==> src/hw/rtl/bdaf_pkg.sv <==
// Shared types, constants and the double-dabble step for the decimal formatter.
package bdaf_pkg;

	localparam int VALUE_W     = 32;
	localparam int NUM_PLACES  = 5;
	localparam int BCD_W       = 4 * NUM_PLACES;
	localparam int POS_W       = 3;
	localparam int CHAR_W      = 6;
	localparam int QUEUE_DEPTH = 2;

	localparam logic [POS_W-1:0]  POS_TEN_THOUSANDS = 3'd0;
	localparam logic [POS_W-1:0]  POS_THOUSANDS     = 3'd1;
	localparam logic [POS_W-1:0]  POS_HUNDREDS      = 3'd2;
	localparam logic [POS_W-1:0]  POS_TENS          = 3'd3;
	localparam logic [POS_W-1:0]  POS_UNITS         = 3'd4;
	localparam logic [CHAR_W-1:0] DIGIT_ZERO        = 6'd48;

	localparam logic [VALUE_W-1:0] FLOOR_TEN_THOUSANDS = 32'd9999;
	localparam logic [VALUE_W-1:0] FLOOR_THOUSANDS     = 32'd999;
	localparam logic [VALUE_W-1:0] FLOOR_HUNDREDS      = 32'd99;
	localparam logic [VALUE_W-1:0] FLOOR_TENS          = 32'd9;

	// One queue entry: five low decimal digits and the place of the first digit to send.
	typedef struct packed {
		logic [BCD_W-1:0] bcd;
		logic [POS_W-1:0] first;
	} bdaf_item_t;

	// Eight shift-and-correct steps; only the five low BCD digits are kept,
	// which leaves them exact because corrections never flow downward.
	function automatic logic [BCD_W-1:0] dd_step8(input logic [BCD_W-1:0] bcd_in,
	                                               input logic [7:0] bits);
		logic [BCD_W-1:0] acc;
		acc = bcd_in;
		for (int s = 0; s < 8; s++) begin
			for (int n = 0; n < NUM_PLACES; n++) begin
				if (acc[n*4 +: 4] >= 4'd5) begin
					acc[n*4 +: 4] = acc[n*4 +: 4] + 4'd3;
				end
			end
			acc = {acc[BCD_W-2:0], bits[7-s]};
		end
		return acc;
	endfunction

	// Place of the leading digit after zero suppression.
	function automatic logic [POS_W-1:0] first_place(input logic [VALUE_W-1:0] v);
		logic [POS_W-1:0] p;
		if (v > FLOOR_TEN_THOUSANDS) begin
			p = POS_TEN_THOUSANDS;
		end else if (v > FLOOR_THOUSANDS) begin
			p = POS_THOUSANDS;
		end else if (v > FLOOR_HUNDREDS) begin
			p = POS_HUNDREDS;
		end else if (v > FLOOR_TENS) begin
			p = POS_TENS;
		end else begin
			p = POS_UNITS;
		end
		return p;
	endfunction

endpackage

==> src/hw/rtl/bdaf_front.sv <==
// Front end: accept values, classify digit count and convert to BCD in four stages.
module bdaf_front (
	input  logic                   clk,
	input  logic                   arst_n,
	input  logic                   in_valid,
	output logic                   in_ready,
	input  logic [31:0]            value,
	output logic                   q_valid,
	input  logic                   q_ready,
	output bdaf_pkg::bdaf_item_t   q_item
);
	import bdaf_pkg::*;

	logic vld_s1, vld_s2, vld_s3, vld_s4;
	logic rdy1, rdy2, rdy3, rdy4;

	logic [BCD_W-1:0] bcd_s1, bcd_s2, bcd_s3, bcd_s4;
	logic [23:0]      rem_s1;
	logic [15:0]      rem_s2;
	logic [7:0]       rem_s3;
	logic [POS_W-1:0] first_s1, first_s2, first_s3, first_s4;

	// A stage loads when it is empty or its content moves on.
	assign rdy4     = !vld_s4 || q_ready;
	assign rdy3     = !vld_s3 || rdy4;
	assign rdy2     = !vld_s2 || rdy3;
	assign rdy1     = !vld_s1 || rdy2;
	assign in_ready = rdy1;

	always_ff @(posedge clk or negedge arst_n) begin
		if (!arst_n) begin
			vld_s1 <= 1'b0;
			vld_s2 <= 1'b0;
			vld_s3 <= 1'b0;
			vld_s4 <= 1'b0;
		end else begin
			if (rdy1) vld_s1 <= in_valid;
			if (rdy2) vld_s2 <= vld_s1;
			if (rdy3) vld_s3 <= vld_s2;
			if (rdy4) vld_s4 <= vld_s3;
		end
	end

	always_ff @(posedge clk) begin
		if (rdy1) begin
			bcd_s1   <= dd_step8('0, value[31:24]);
			rem_s1   <= value[23:0];
			first_s1 <= first_place(value);
		end
		if (rdy2) begin
			bcd_s2   <= dd_step8(bcd_s1, rem_s1[23:16]);
			rem_s2   <= rem_s1[15:0];
			first_s2 <= first_s1;
		end
		if (rdy3) begin
			bcd_s3   <= dd_step8(bcd_s2, rem_s2[15:8]);
			rem_s3   <= rem_s2[7:0];
			first_s3 <= first_s2;
		end
		if (rdy4) begin
			bcd_s4   <= dd_step8(bcd_s3, rem_s3);
			first_s4 <= first_s3;
		end
	end

	assign q_valid      = vld_s4;
	assign q_item.bcd   = bcd_s4;
	assign q_item.first = first_s4;

endmodule

==> src/hw/rtl/bdaf_fifo.sv <==
// Short queue between the converter and the character sender.
module bdaf_fifo #(
	parameter int DEPTH = bdaf_pkg::QUEUE_DEPTH
) (
	input  logic                 clk,
	input  logic                 arst_n,
	input  logic                 wr_valid,
	output logic                 wr_ready,
	input  bdaf_pkg::bdaf_item_t wr_item,
	output logic                 rd_valid,
	input  logic                 rd_ready,
	output bdaf_pkg::bdaf_item_t rd_item
);
	import bdaf_pkg::*;

	localparam int AW = (DEPTH > 1) ? $clog2(DEPTH) : 1;
	localparam int CW = $clog2(DEPTH + 1);

	bdaf_item_t       mem_q [DEPTH];
	logic [AW-1:0]    wr_ptr_q, rd_ptr_q;
	logic [CW-1:0]    count_q;
	logic             push, pop;

	assign wr_ready = (count_q != CW'(DEPTH));
	assign rd_valid = (count_q != '0);
	assign push     = wr_valid && wr_ready;
	assign pop      = rd_valid && rd_ready;
	assign rd_item  = mem_q[rd_ptr_q];

	always_ff @(posedge clk) begin
		if (push) mem_q[wr_ptr_q] <= wr_item;
	end

	always_ff @(posedge clk or negedge arst_n) begin
		if (!arst_n) begin
			wr_ptr_q <= '0;
			rd_ptr_q <= '0;
			count_q  <= '0;
		end else begin
			if (push) begin
				wr_ptr_q <= (wr_ptr_q == AW'(DEPTH - 1)) ? '0 : wr_ptr_q + 1'b1;
			end
			if (pop) begin
				rd_ptr_q <= (rd_ptr_q == AW'(DEPTH - 1)) ? '0 : rd_ptr_q + 1'b1;
			end
			if (push && !pop) begin
				count_q <= count_q + 1'b1;
			end else if (pop && !push) begin
				count_q <= count_q - 1'b1;
			end
		end
	end

endmodule

==> src/hw/rtl/bdaf_back.sv <==
// Back end: send the queued digits one character per beat, units digit last.
module bdaf_back (
	input  logic                 clk,
	input  logic                 arst_n,
	input  logic                 q_valid,
	output logic                 q_ready,
	input  bdaf_pkg::bdaf_item_t q_item,
	output logic                 out_valid,
	input  logic                 out_ready,
	output logic [5:0]           digit_char,
	output logic                 last_digit
);
	import bdaf_pkg::*;

	logic             busy_q;
	logic [BCD_W-1:0] bcd_q;
	logic [POS_W-1:0] pos_q;
	logic             at_units, send, load;
	logic [3:0]       nib;

	assign at_units = (pos_q == POS_UNITS);
	assign send     = busy_q && out_ready;
	// Take the next entry when idle or while the units digit leaves.
	assign load     = q_valid && (!busy_q || (send && at_units));
	assign q_ready  = !busy_q || (send && at_units);

	always_ff @(posedge clk or negedge arst_n) begin
		if (!arst_n) begin
			busy_q <= 1'b0;
			pos_q  <= POS_UNITS;
		end else if (load) begin
			busy_q <= 1'b1;
			pos_q  <= q_item.first;
		end else if (send) begin
			if (at_units) begin
				busy_q <= 1'b0;
			end else begin
				pos_q <= pos_q + 1'b1;
			end
		end
	end

	always_ff @(posedge clk) begin
		if (load) bcd_q <= q_item.bcd;
	end

	always_comb begin
		case (pos_q)
			POS_TEN_THOUSANDS: nib = bcd_q[19:16];
			POS_THOUSANDS:     nib = bcd_q[15:12];
			POS_HUNDREDS:      nib = bcd_q[11:8];
			POS_TENS:          nib = bcd_q[7:4];
			POS_UNITS:         nib = bcd_q[3:0];
			default:           nib = bcd_q[3:0];
		endcase
	end

	assign out_valid  = busy_q;
	assign digit_char = DIGIT_ZERO + {2'b00, nib};
	assign last_digit = at_units;

endmodule

==> src/hw/rtl/binary_to_decimal_ascii_formatter.sv <==
// Top level of the binary to decimal ASCII formatter.
//
//   Channel | Handshake           | Beat payload
//   --------+---------------------+------------------------------------------
//   in      | in_valid / in_ready | value[31:0], unsigned number
//   out     | out_valid/out_ready | digit_char[5:0] ASCII digit, last_digit
//
// Each value yields one to five characters, one per cycle while out_ready is high,
// most significant first; the output channel therefore limits intake (values of
// 10000 and up give five characters). The four-stage BCD converter takes a
// new value every cycle while stages are free.
// The first character leaves after the four converter stages, the queue and the sender.
// Reset clears pipeline valids, queue pointers and the sender; no clearing pass.
// Stalls on out hold the sender and back up through the queue into the converter.
module binary_to_decimal_ascii_formatter #(
	parameter int QUEUE_DEPTH = bdaf_pkg::QUEUE_DEPTH
) (
	input  logic        clk,
	input  logic        arst_n,
	input  logic        in_valid,
	output logic        in_ready,
	input  logic [31:0] value,
	output logic        out_valid,
	input  logic        out_ready,
	output logic [5:0]  digit_char,
	output logic        last_digit
);
	import bdaf_pkg::*;

	// Converter to queue.
	logic       cv_valid, cv_ready;
	bdaf_item_t cv_item;
	// Queue to sender.
	logic       sd_valid, sd_ready;
	bdaf_item_t sd_item;

	// Classify the value and build its five low BCD digits, 8 bits per stage.
	bdaf_front u_front (
		.clk      (clk),
		.arst_n   (arst_n),
		.in_valid (in_valid),
		.in_ready (in_ready),
		.value    (value),
		.q_valid  (cv_valid),
		.q_ready  (cv_ready),
		.q_item   (cv_item)
	);

	// Decouple conversion from the character stream.
	bdaf_fifo #(
		.DEPTH (QUEUE_DEPTH)
	) u_fifo (
		.clk      (clk),
		.arst_n   (arst_n),
		.wr_valid (cv_valid),
		.wr_ready (cv_ready),
		.wr_item  (cv_item),
		.rd_valid (sd_valid),
		.rd_ready (sd_ready),
		.rd_item  (sd_item)
	);

	// Walk the digits from the leading place down to units.
	bdaf_back u_back (
		.clk        (clk),
		.arst_n     (arst_n),
		.q_valid    (sd_valid),
		.q_ready    (sd_ready),
		.q_item     (sd_item),
		.out_valid  (out_valid),
		.out_ready  (out_ready),
		.digit_char (digit_char),
		.last_digit (last_digit)
	);

endmodule
==> config.mk <==
export PLATFORM = sky130hd
export DESIGN_NAME = binary_to_decimal_ascii_formatter
export DESIGN_NICKNAME = d
export VERILOG_FILES = /design/src/hw/rtl/bdaf_pkg.sv /design/src/hw/rtl/bdaf_front.sv /design/src/hw/rtl/bdaf_fifo.sv /design/src/hw/rtl/bdaf_back.sv /design/src/hw/rtl/binary_to_decimal_ascii_formatter.sv
export SDC_FILE = /design/constraint.sdc
export NUM_CORES = 1
export LEC_CHECK = 0
export ABC_AREA = 1
export BUFFER_PORTS_ARGS = -buffer_cell sky130_fd_sc_hd__buf_4
export CORE_ASPECT_RATIO = 0.9
export CORE_MARGIN = 3
export CORE_UTILIZATION = 35
export DETAILED_ROUTE_END_ITERATION = 6
export PLACE_DENSITY = 0.62
export SYNTH_ARGS = -nofsm -noshare
export SYNTH_HDL_FRONTEND = slang
export SYNTH_HIERARCHICAL = 1
export SYNTH_SLANG_ARGS = --single-unit
==> constraint.sdc <==
create_clock -name clk -period 7.05 [get_ports clk]
set_clock_uncertainty 0.1 [all_clocks]
set_input_delay 0 -clock clk [delete_from_list [all_inputs] [get_ports clk]]
set_output_delay 0 -clock clk [all_outputs]
set_load 0.01 [all_outputs]
Yosys cells after proc, flatten, opt, wreduce, memory -nomap -nowiden
Memory sizes are Yosys's and may differ from the RTL's.
Index checks and enable logic that the tools add are counted.
{ "word_totals": {"register_bits": 162, "n_memories": 1, "word_cells": 567, "romBits": 0, "in_bits": 36, "output_inout_bits": 9, "latchBits": 0, "mem_bits_rw": 46} }
{ "mem_list": {"columns": ["memory", "words", "width", "rd", "rd_clocked_by_memory_dff", "wr", "line_no", "text"], "rows": [
  ["u_fifo.mem_q", 2, 23, 1, 0, 1, "bdaf_fifo.sv:19", "bdaf_item_t mem_q [DEPTH];"]
]} }
{ "classes": {"n_div": 0, "order_cmp": 129, "n_reduce_logical": 27, "n_shift": 0, "multipliers": 0, "bitwise_logic": 0, "muxes": 250, "eq_ne": 6, "n_addsub": 131} }
{ "ops": {"columns": ["cell", "count"], "rows": [
  ["$mux W4", 191],
  ["$ge A4 B3 Y1 const B", 122],
  ["$add A4 B2 Y4 const B", 99],
  ["$mux W3", 47],
  ["$add A3 B2 Y3 const B", 23],
  ["$gt A32 B10 Y1 const B", 1],
  ["$gt A32 B14 Y1 const B", 1],
  ["$gt A32 B4 Y1 const B", 1],
  ["$gt A32 B7 Y1 const B", 1],
  ["$pmux W4 S4", 1],
  ["$add A3 B2 Y4 const B", 2],
  ["$mux W1", 8],
  ["$reduce_bool A2 Y1", 4],
  ["$logic_not A1 Y1", 7],
  ["$add A5 B5 Y6 const A", 1],
  ["$eq A3 B2 Y1 const B", 2],
  ["$ge A3 B3 Y1 const B", 2],
  ["$logic_and A1 B1 Y1", 6],
  ["$mux W2", 3],
  ["$logic_or A1 B1 Y1", 5],
  ["$ne A2 B2 Y1 const B", 2],
  ["$reduce_and A2 Y1", 2],
  ["$add A2 B2 Y3 const B", 1],
  ["$add A3 B1 Y3 const B", 1],
  ["other kinds (9)", 10]
]} }

Longest topological paths before layout
{ "depth": {"ltp_word": 25, "mapped_depth": 60, "ltp_nobuf": 60} }

Modules after synthesis
Netlist, hierarchy kept.
{ "by_module_without_submodules": {"columns": ["mod", "instances", "cells_each", "area_each_um2", "seq_area_each_um2"], "rows": [
  ["bdaf_front", 1, 2282, 15036.9, 4003.8],
  ["bdaf_fifo", 1, 149, 1964.4, 1481.4],
  ["bdaf_back", 1, 100, 1129.8, 701.9]
]} }

Worst setup path before layout
No wires, ideal clock.
{ "synth_path": {"path_kind": "register to register", "from": "register u_front.bcd_s2[12]", "to": "register u_front.bcd_s3[17] (data pin)", "path_buffers": 0, "setup_ns": 0.252, "synth_period_minus_slack_ns": 5.784, "stages_incl_launch_ff": 60, "arrival_ns": 5.432, "t_required_ns": 6.698, "path_slack_ns": 1.266, "cell_sequence": "edfxtp_1 -> inv_1 -> ha_1 -> inv_1 -> nand2_1 -> nand3_2 -> nand3_1 -> inv_1 -> ha_1 -> inv_1 -> nand3_1 -> nand2_1 -> nand3_1 -> nand2_1 -> inv_1 -> ha_1 -> inv_1 -> nand4_1 -> [24 not listed] -> nand2_1 -> nand2_1 -> and2_1 -> ha_1 -> inv_1 -> nand4_1 -> nand2_1 -> nand2_1 -> nand2_1 -> nand2_1 -> inv_1 -> ha_1 -> inv_1 -> or2_2 -> nand3_1 -> nand2_1 -> nand2_1 -> nand2_1"} }
{ "synth_between": {"elab_chain_len": 23, "elab_cells_between_ends": 55} }
{ "synth_rtl": {"columns": ["item", "line_no", "text"], "rows": [
  ["start, declared", "bdaf_front.sv:17", "logic [BCD_W-1:0] bcd_s1, bcd_s2, bcd_s3, bcd_s4;"],
  ["start signal, assigned", "bdaf_front.sv:51", "bcd_s2 <= dd_step8(bcd_s1, rem_s1[23:16]);"],
  ["$add A4 B2 Y4 / $ge A4 B3 Y1 (equally long branches)", "bdaf_pkg.sv:38, bdaf_pkg.sv:37", null],
  ["$mux W4 *", "bdaf_pkg.sv:37", "if (acc[n*4 +: 4] >= 4'd5) begin"],
  ["$mux W4 *", "bdaf_front.sv:55", "if (rdy3) begin"],
  ["$add A4 B2 Y4, or another cell as far along", "bdaf_pkg.sv:38", "acc[n*4 +: 4] = acc[n*4 +: 4] + 4'd3;"],
  ["$mux W4 / $mux W3 (equally long branches)", "bdaf_pkg.sv:37", null],
  ["$mux W4 / $mux W3 (equally long branches)", "bdaf_front.sv:55", null],
  ["$add A4 B2 Y4, or another cell as far along", "bdaf_pkg.sv:38", null],
  ["$mux W4 / $mux W3 (equally long branches)", "bdaf_pkg.sv:37", null],
  ["[7 not listed]", null, null],
  ["$add A4 B2 Y4, or another cell as far along", "bdaf_pkg.sv:38", null],
  ["$mux W4 / $mux W3 (equally long branches)", "bdaf_pkg.sv:37", null],
  ["$mux W4 / $mux W3 (equally long branches)", "bdaf_front.sv:55", null],
  ["$add A4 B2 Y4, or another cell as far along", "bdaf_pkg.sv:38", null],
  ["$mux W4 / $mux W3 (equally long branches)", "bdaf_pkg.sv:37", null],
  ["$mux W4 / $mux W3 (equally long branches)", "bdaf_front.sv:55", null],
  ["$ge A4 B3 Y1 / $add A3 B2 Y3 (equally long branches)", "bdaf_pkg.sv:37, bdaf_pkg.sv:38", null],
  ["$mux W3 *", "bdaf_pkg.sv:37", null],
  ["end signal, assigned", "bdaf_front.sv:56", "bcd_s3 <= dd_step8(bcd_s2, rem_s2[15:8]);"],
  ["end, declared", "bdaf_front.sv:17", null]
]} }
Every way passes the cells marked *; elsewhere a longest branch is shown, timed or not. The select of a mux whose other input is x is not followed.
A chain may end at the register's enable or synchronous reset.

Worst setup path after layout
{ "layout_path": {"from": "register u_front.bcd_s2[12]", "to": "register u_front.bcd_s3[18] (data pin)"} }
The elaborated chain is that of the path after synthesis.

==> summary.md <==
| Metric | Value |
|---|---|
| Main area contributors after synthesis | edfxtp_1 32%, nand2_1 19%, inv_1 8.6%, ha_1 7.2%, nand3_1 6.7% |
| CP max stage delay | 0.42 ns |
| Number of nets with antenna violations after routing | 0 |
| WL final | 37100 um |
| Port-buffer cells | 42 |
| Final Setup Violations | 0 |
| Period Utilization, post-route | 92.5% |
| WS Path Type | register to register |
| CTS Buf Count | 23 |
| Synth top area share | 32.5% |
| Least-Margin Pin Slew | 1.21 ns |
| Router iterations before antenna repair | 5 |
| Outcome | completed |
| Gr ovfl total | 0 |
| Vias in the first global route | 14.8k |
| Prevailing post-synth register cell | edfxtp_1 |
| Core Rows | 78 |
| CP max stage cell | edfxtp_1 |
| Core area | 50800 sq um |
| Register bit count reported by yosys | 208 |
| Fraction of registers with async set/reset | 5.77% |
| Clock transition at path regs | 0.06 ns |
| Inst Count DP | 3249 |
| DIE WIDTH | 246 um |
| Commonest non-fill, non-tap cell in the layout | nand2_1 |
| DP HPWL | 29300 um |
| Layout Utilization | 40.1% |
| GRT Resource Usage Total | 13.4% |
| Fill cells | 5039 |
| Post-synthesis cell type count | 53 |
| Max Clock Freq | 153 MHz |
| WP data arrival | 6.70 ns |
| Yosys warning total | 6 |
| DRC | 0 |
| Worst EP required | 7.23 ns |
| Min Tclk post-route | 6.52 ns |
| Longest Clk Path Bufs | 3 |
| Mapped cell area | 18100 sq um |
| First-pass GRT wire length | 63400 um |
| Syn-to-layout area delta | 12.4% |
| Placer Congestion | 0.814 |
| Top cell by count, worst path | nand2_1 |
| Worst min path class | primary input to register |
| Rel. slew slack | 18.9% |
| # clock sinks | 208 |
| Number of synthesized flops with an enable pin | 196 |
| Worst-path fanout max | 4 |
| Clock latency on the worst-skew pair | 0.53 ns |
| Via/cell ratio | 4.74 |
| Synthesized instance count | 2531 |
| Kind of end point of the critical path | register |
| Initial Util | 35.7% |
| DRT iter0 DRCs | 825 |
| Die area | 54600 sq um |
| Flop2flop setup slack | 0.53 ns |
| Post-synthesis sequential area ratio | 34.1% |
| H-tree levels | 1 |
| Layout cells sized above 1 | 13.0% |
| Setup tns final | 0 ns |
| Largest net degree at the start of global routing | 40 |
| Vias | 15.8k |
| Post-Layout Cell Count | 3327 |
| Most frequent cells in the layout | 898 x nand2_1, 414 x inv_1, 240 x nand3_1 |
| Post-placement cell area | 19200 sq um |
| Design area | 20400 sq um |
| Mean Syn Cell Area | 7.16 sq um |
| Fin. Hold Viols | 0 |
| Final max-slew violation count | 0 |
| Clk root buf | clkbuf_16 |
| Number of antenna violations at the first check in global routing | 3 |
| Die height | 222 um |
| CTS tree | yes |
| # nets final | 2771 |
| CP Launch Type | register |
| WL/cell | 11.1 um |
| IO Count | 45 |
| Total of max-cap violations | 0 |
| Area leader, netlist | edfxtp_1 |
==> final cells by class <==
class	instances	area, sq um	area share (%)
inverter	433	1630	8.02
multi-input combinational	1883	10300	50.5
timing repair buffer	81	691	3.39
clock inverter	13	135	0.663
sequential	208	6190	30.4
tap	680	851	4.18
clock buffer	28	594	2.92
antenna	1	2.50	0.0123
==> synthesized netlist by cell type, types with 6 or more instances <==
library cell / count
nor2_1: 47
nand2_2: 125
ha_1: 105
o21ai_0: 66
o21ai_2: 21
nand3_1: 244
o21a_1: 8
or2_2: 6
xor2_1: 42
nand3b_1: 15
nand3_2: 46
edfxtp_1: 196
o21ai_1: 36
a21oi_1: 28
inv_2: 15
xor2_2: 6
nand4_1: 77
dfrtp_1: 11
and2_1: 21
inv_1: 416
nand2_4: 10
nor4_1: 6
a21o_1: 16
xnor2_1: 7
nand2_1: 907
==> per-layer routing <==
metal	vias up	track usage (%)	share of wire (%)	wire, um
li1	8393	-	-	-
met1	7168	16.8	47	17500
met2	174	24.3	48	17700
met3	40	2.10	3.4	1260
met4	2	2.55	1.5	553
met5	-	0	0.035	13
==> metrics by stage <==
step / hold slack (ns) / setup slack (ns)
after global routing: 0.0911 / -0.0293
after global placement: -0.245 / 0.908
after detailed placement: -0.239 / 0.490
after floorplan: -0.396 / 1.27
final: 0.0965 / 0.532
after CTS: 0.0722 / 0.469
==> registers in the layout, summed over array words and instances, names as in the netlist, 8 cells and up <==
name            flops
u_front/rem_s1     24
u_front/bcd_s4     20
u_front/bcd_s2     20
u_back/bcd_q       20
u_front/bcd_s1     10
u_front/rem_s2     16
u_front/bcd_s3     20
u_fifo/mem_q       46
u_front/rem_s3      8
==> worst max-delay path: cells and delay by family, from the launching register on <==
family / cells / cell delay (ns)
fa+ha+maj: 8 / 1.32
simple gates: 37 / 3.55
flops: 1 / 0.42
buf+inv: 14 / 0.87
==> kinds of logic (layout without fill, tap and decap cells) <==
group	Yosys count	after routing	synth area share, %
compound gates	195	195	6.54
xor+xnor	57	57	3.15
fa+ha+maj	105	105	7.25
buf+inv	441	555	9.47
flops	208	208	34.1
mux	4	4	0.221
other cells	1	3	0.0207
simple gates	1520	1520	39.2
==> repair_timing <==
action / CTS / global route
hold buffers: 33 / 0
endpoints found under the hold margin: 51 / 0
setup endpoints to repair: 0 / 4
resized for setup: 0 / 17
buffers inserted: 0 / 3
==> path summary, 6_finish.rpt <==
check	startpoint	endpoint	depth (start not counted)
hold / removal	value[21]	u_front/rem_s1[21]	2
max in group asynchronous	arst_n	u_front/vld_s1	3
setup / recovery	u_front/bcd_s2[12]	u_front/bcd_s3[18]	59
min in group asynchronous	arst_n	u_back/out_valid	3
hold reg to reg	u_front/rem_s1[12]	u_front/rem_s2[12]	0
setup reg to reg	u_front/bcd_s2[12]	u_front/bcd_s3[18]	59
Power is left out: the tool's default activity adds up to more than one toggle a clock period on the data nets, which glitch-free logic cannot reach.
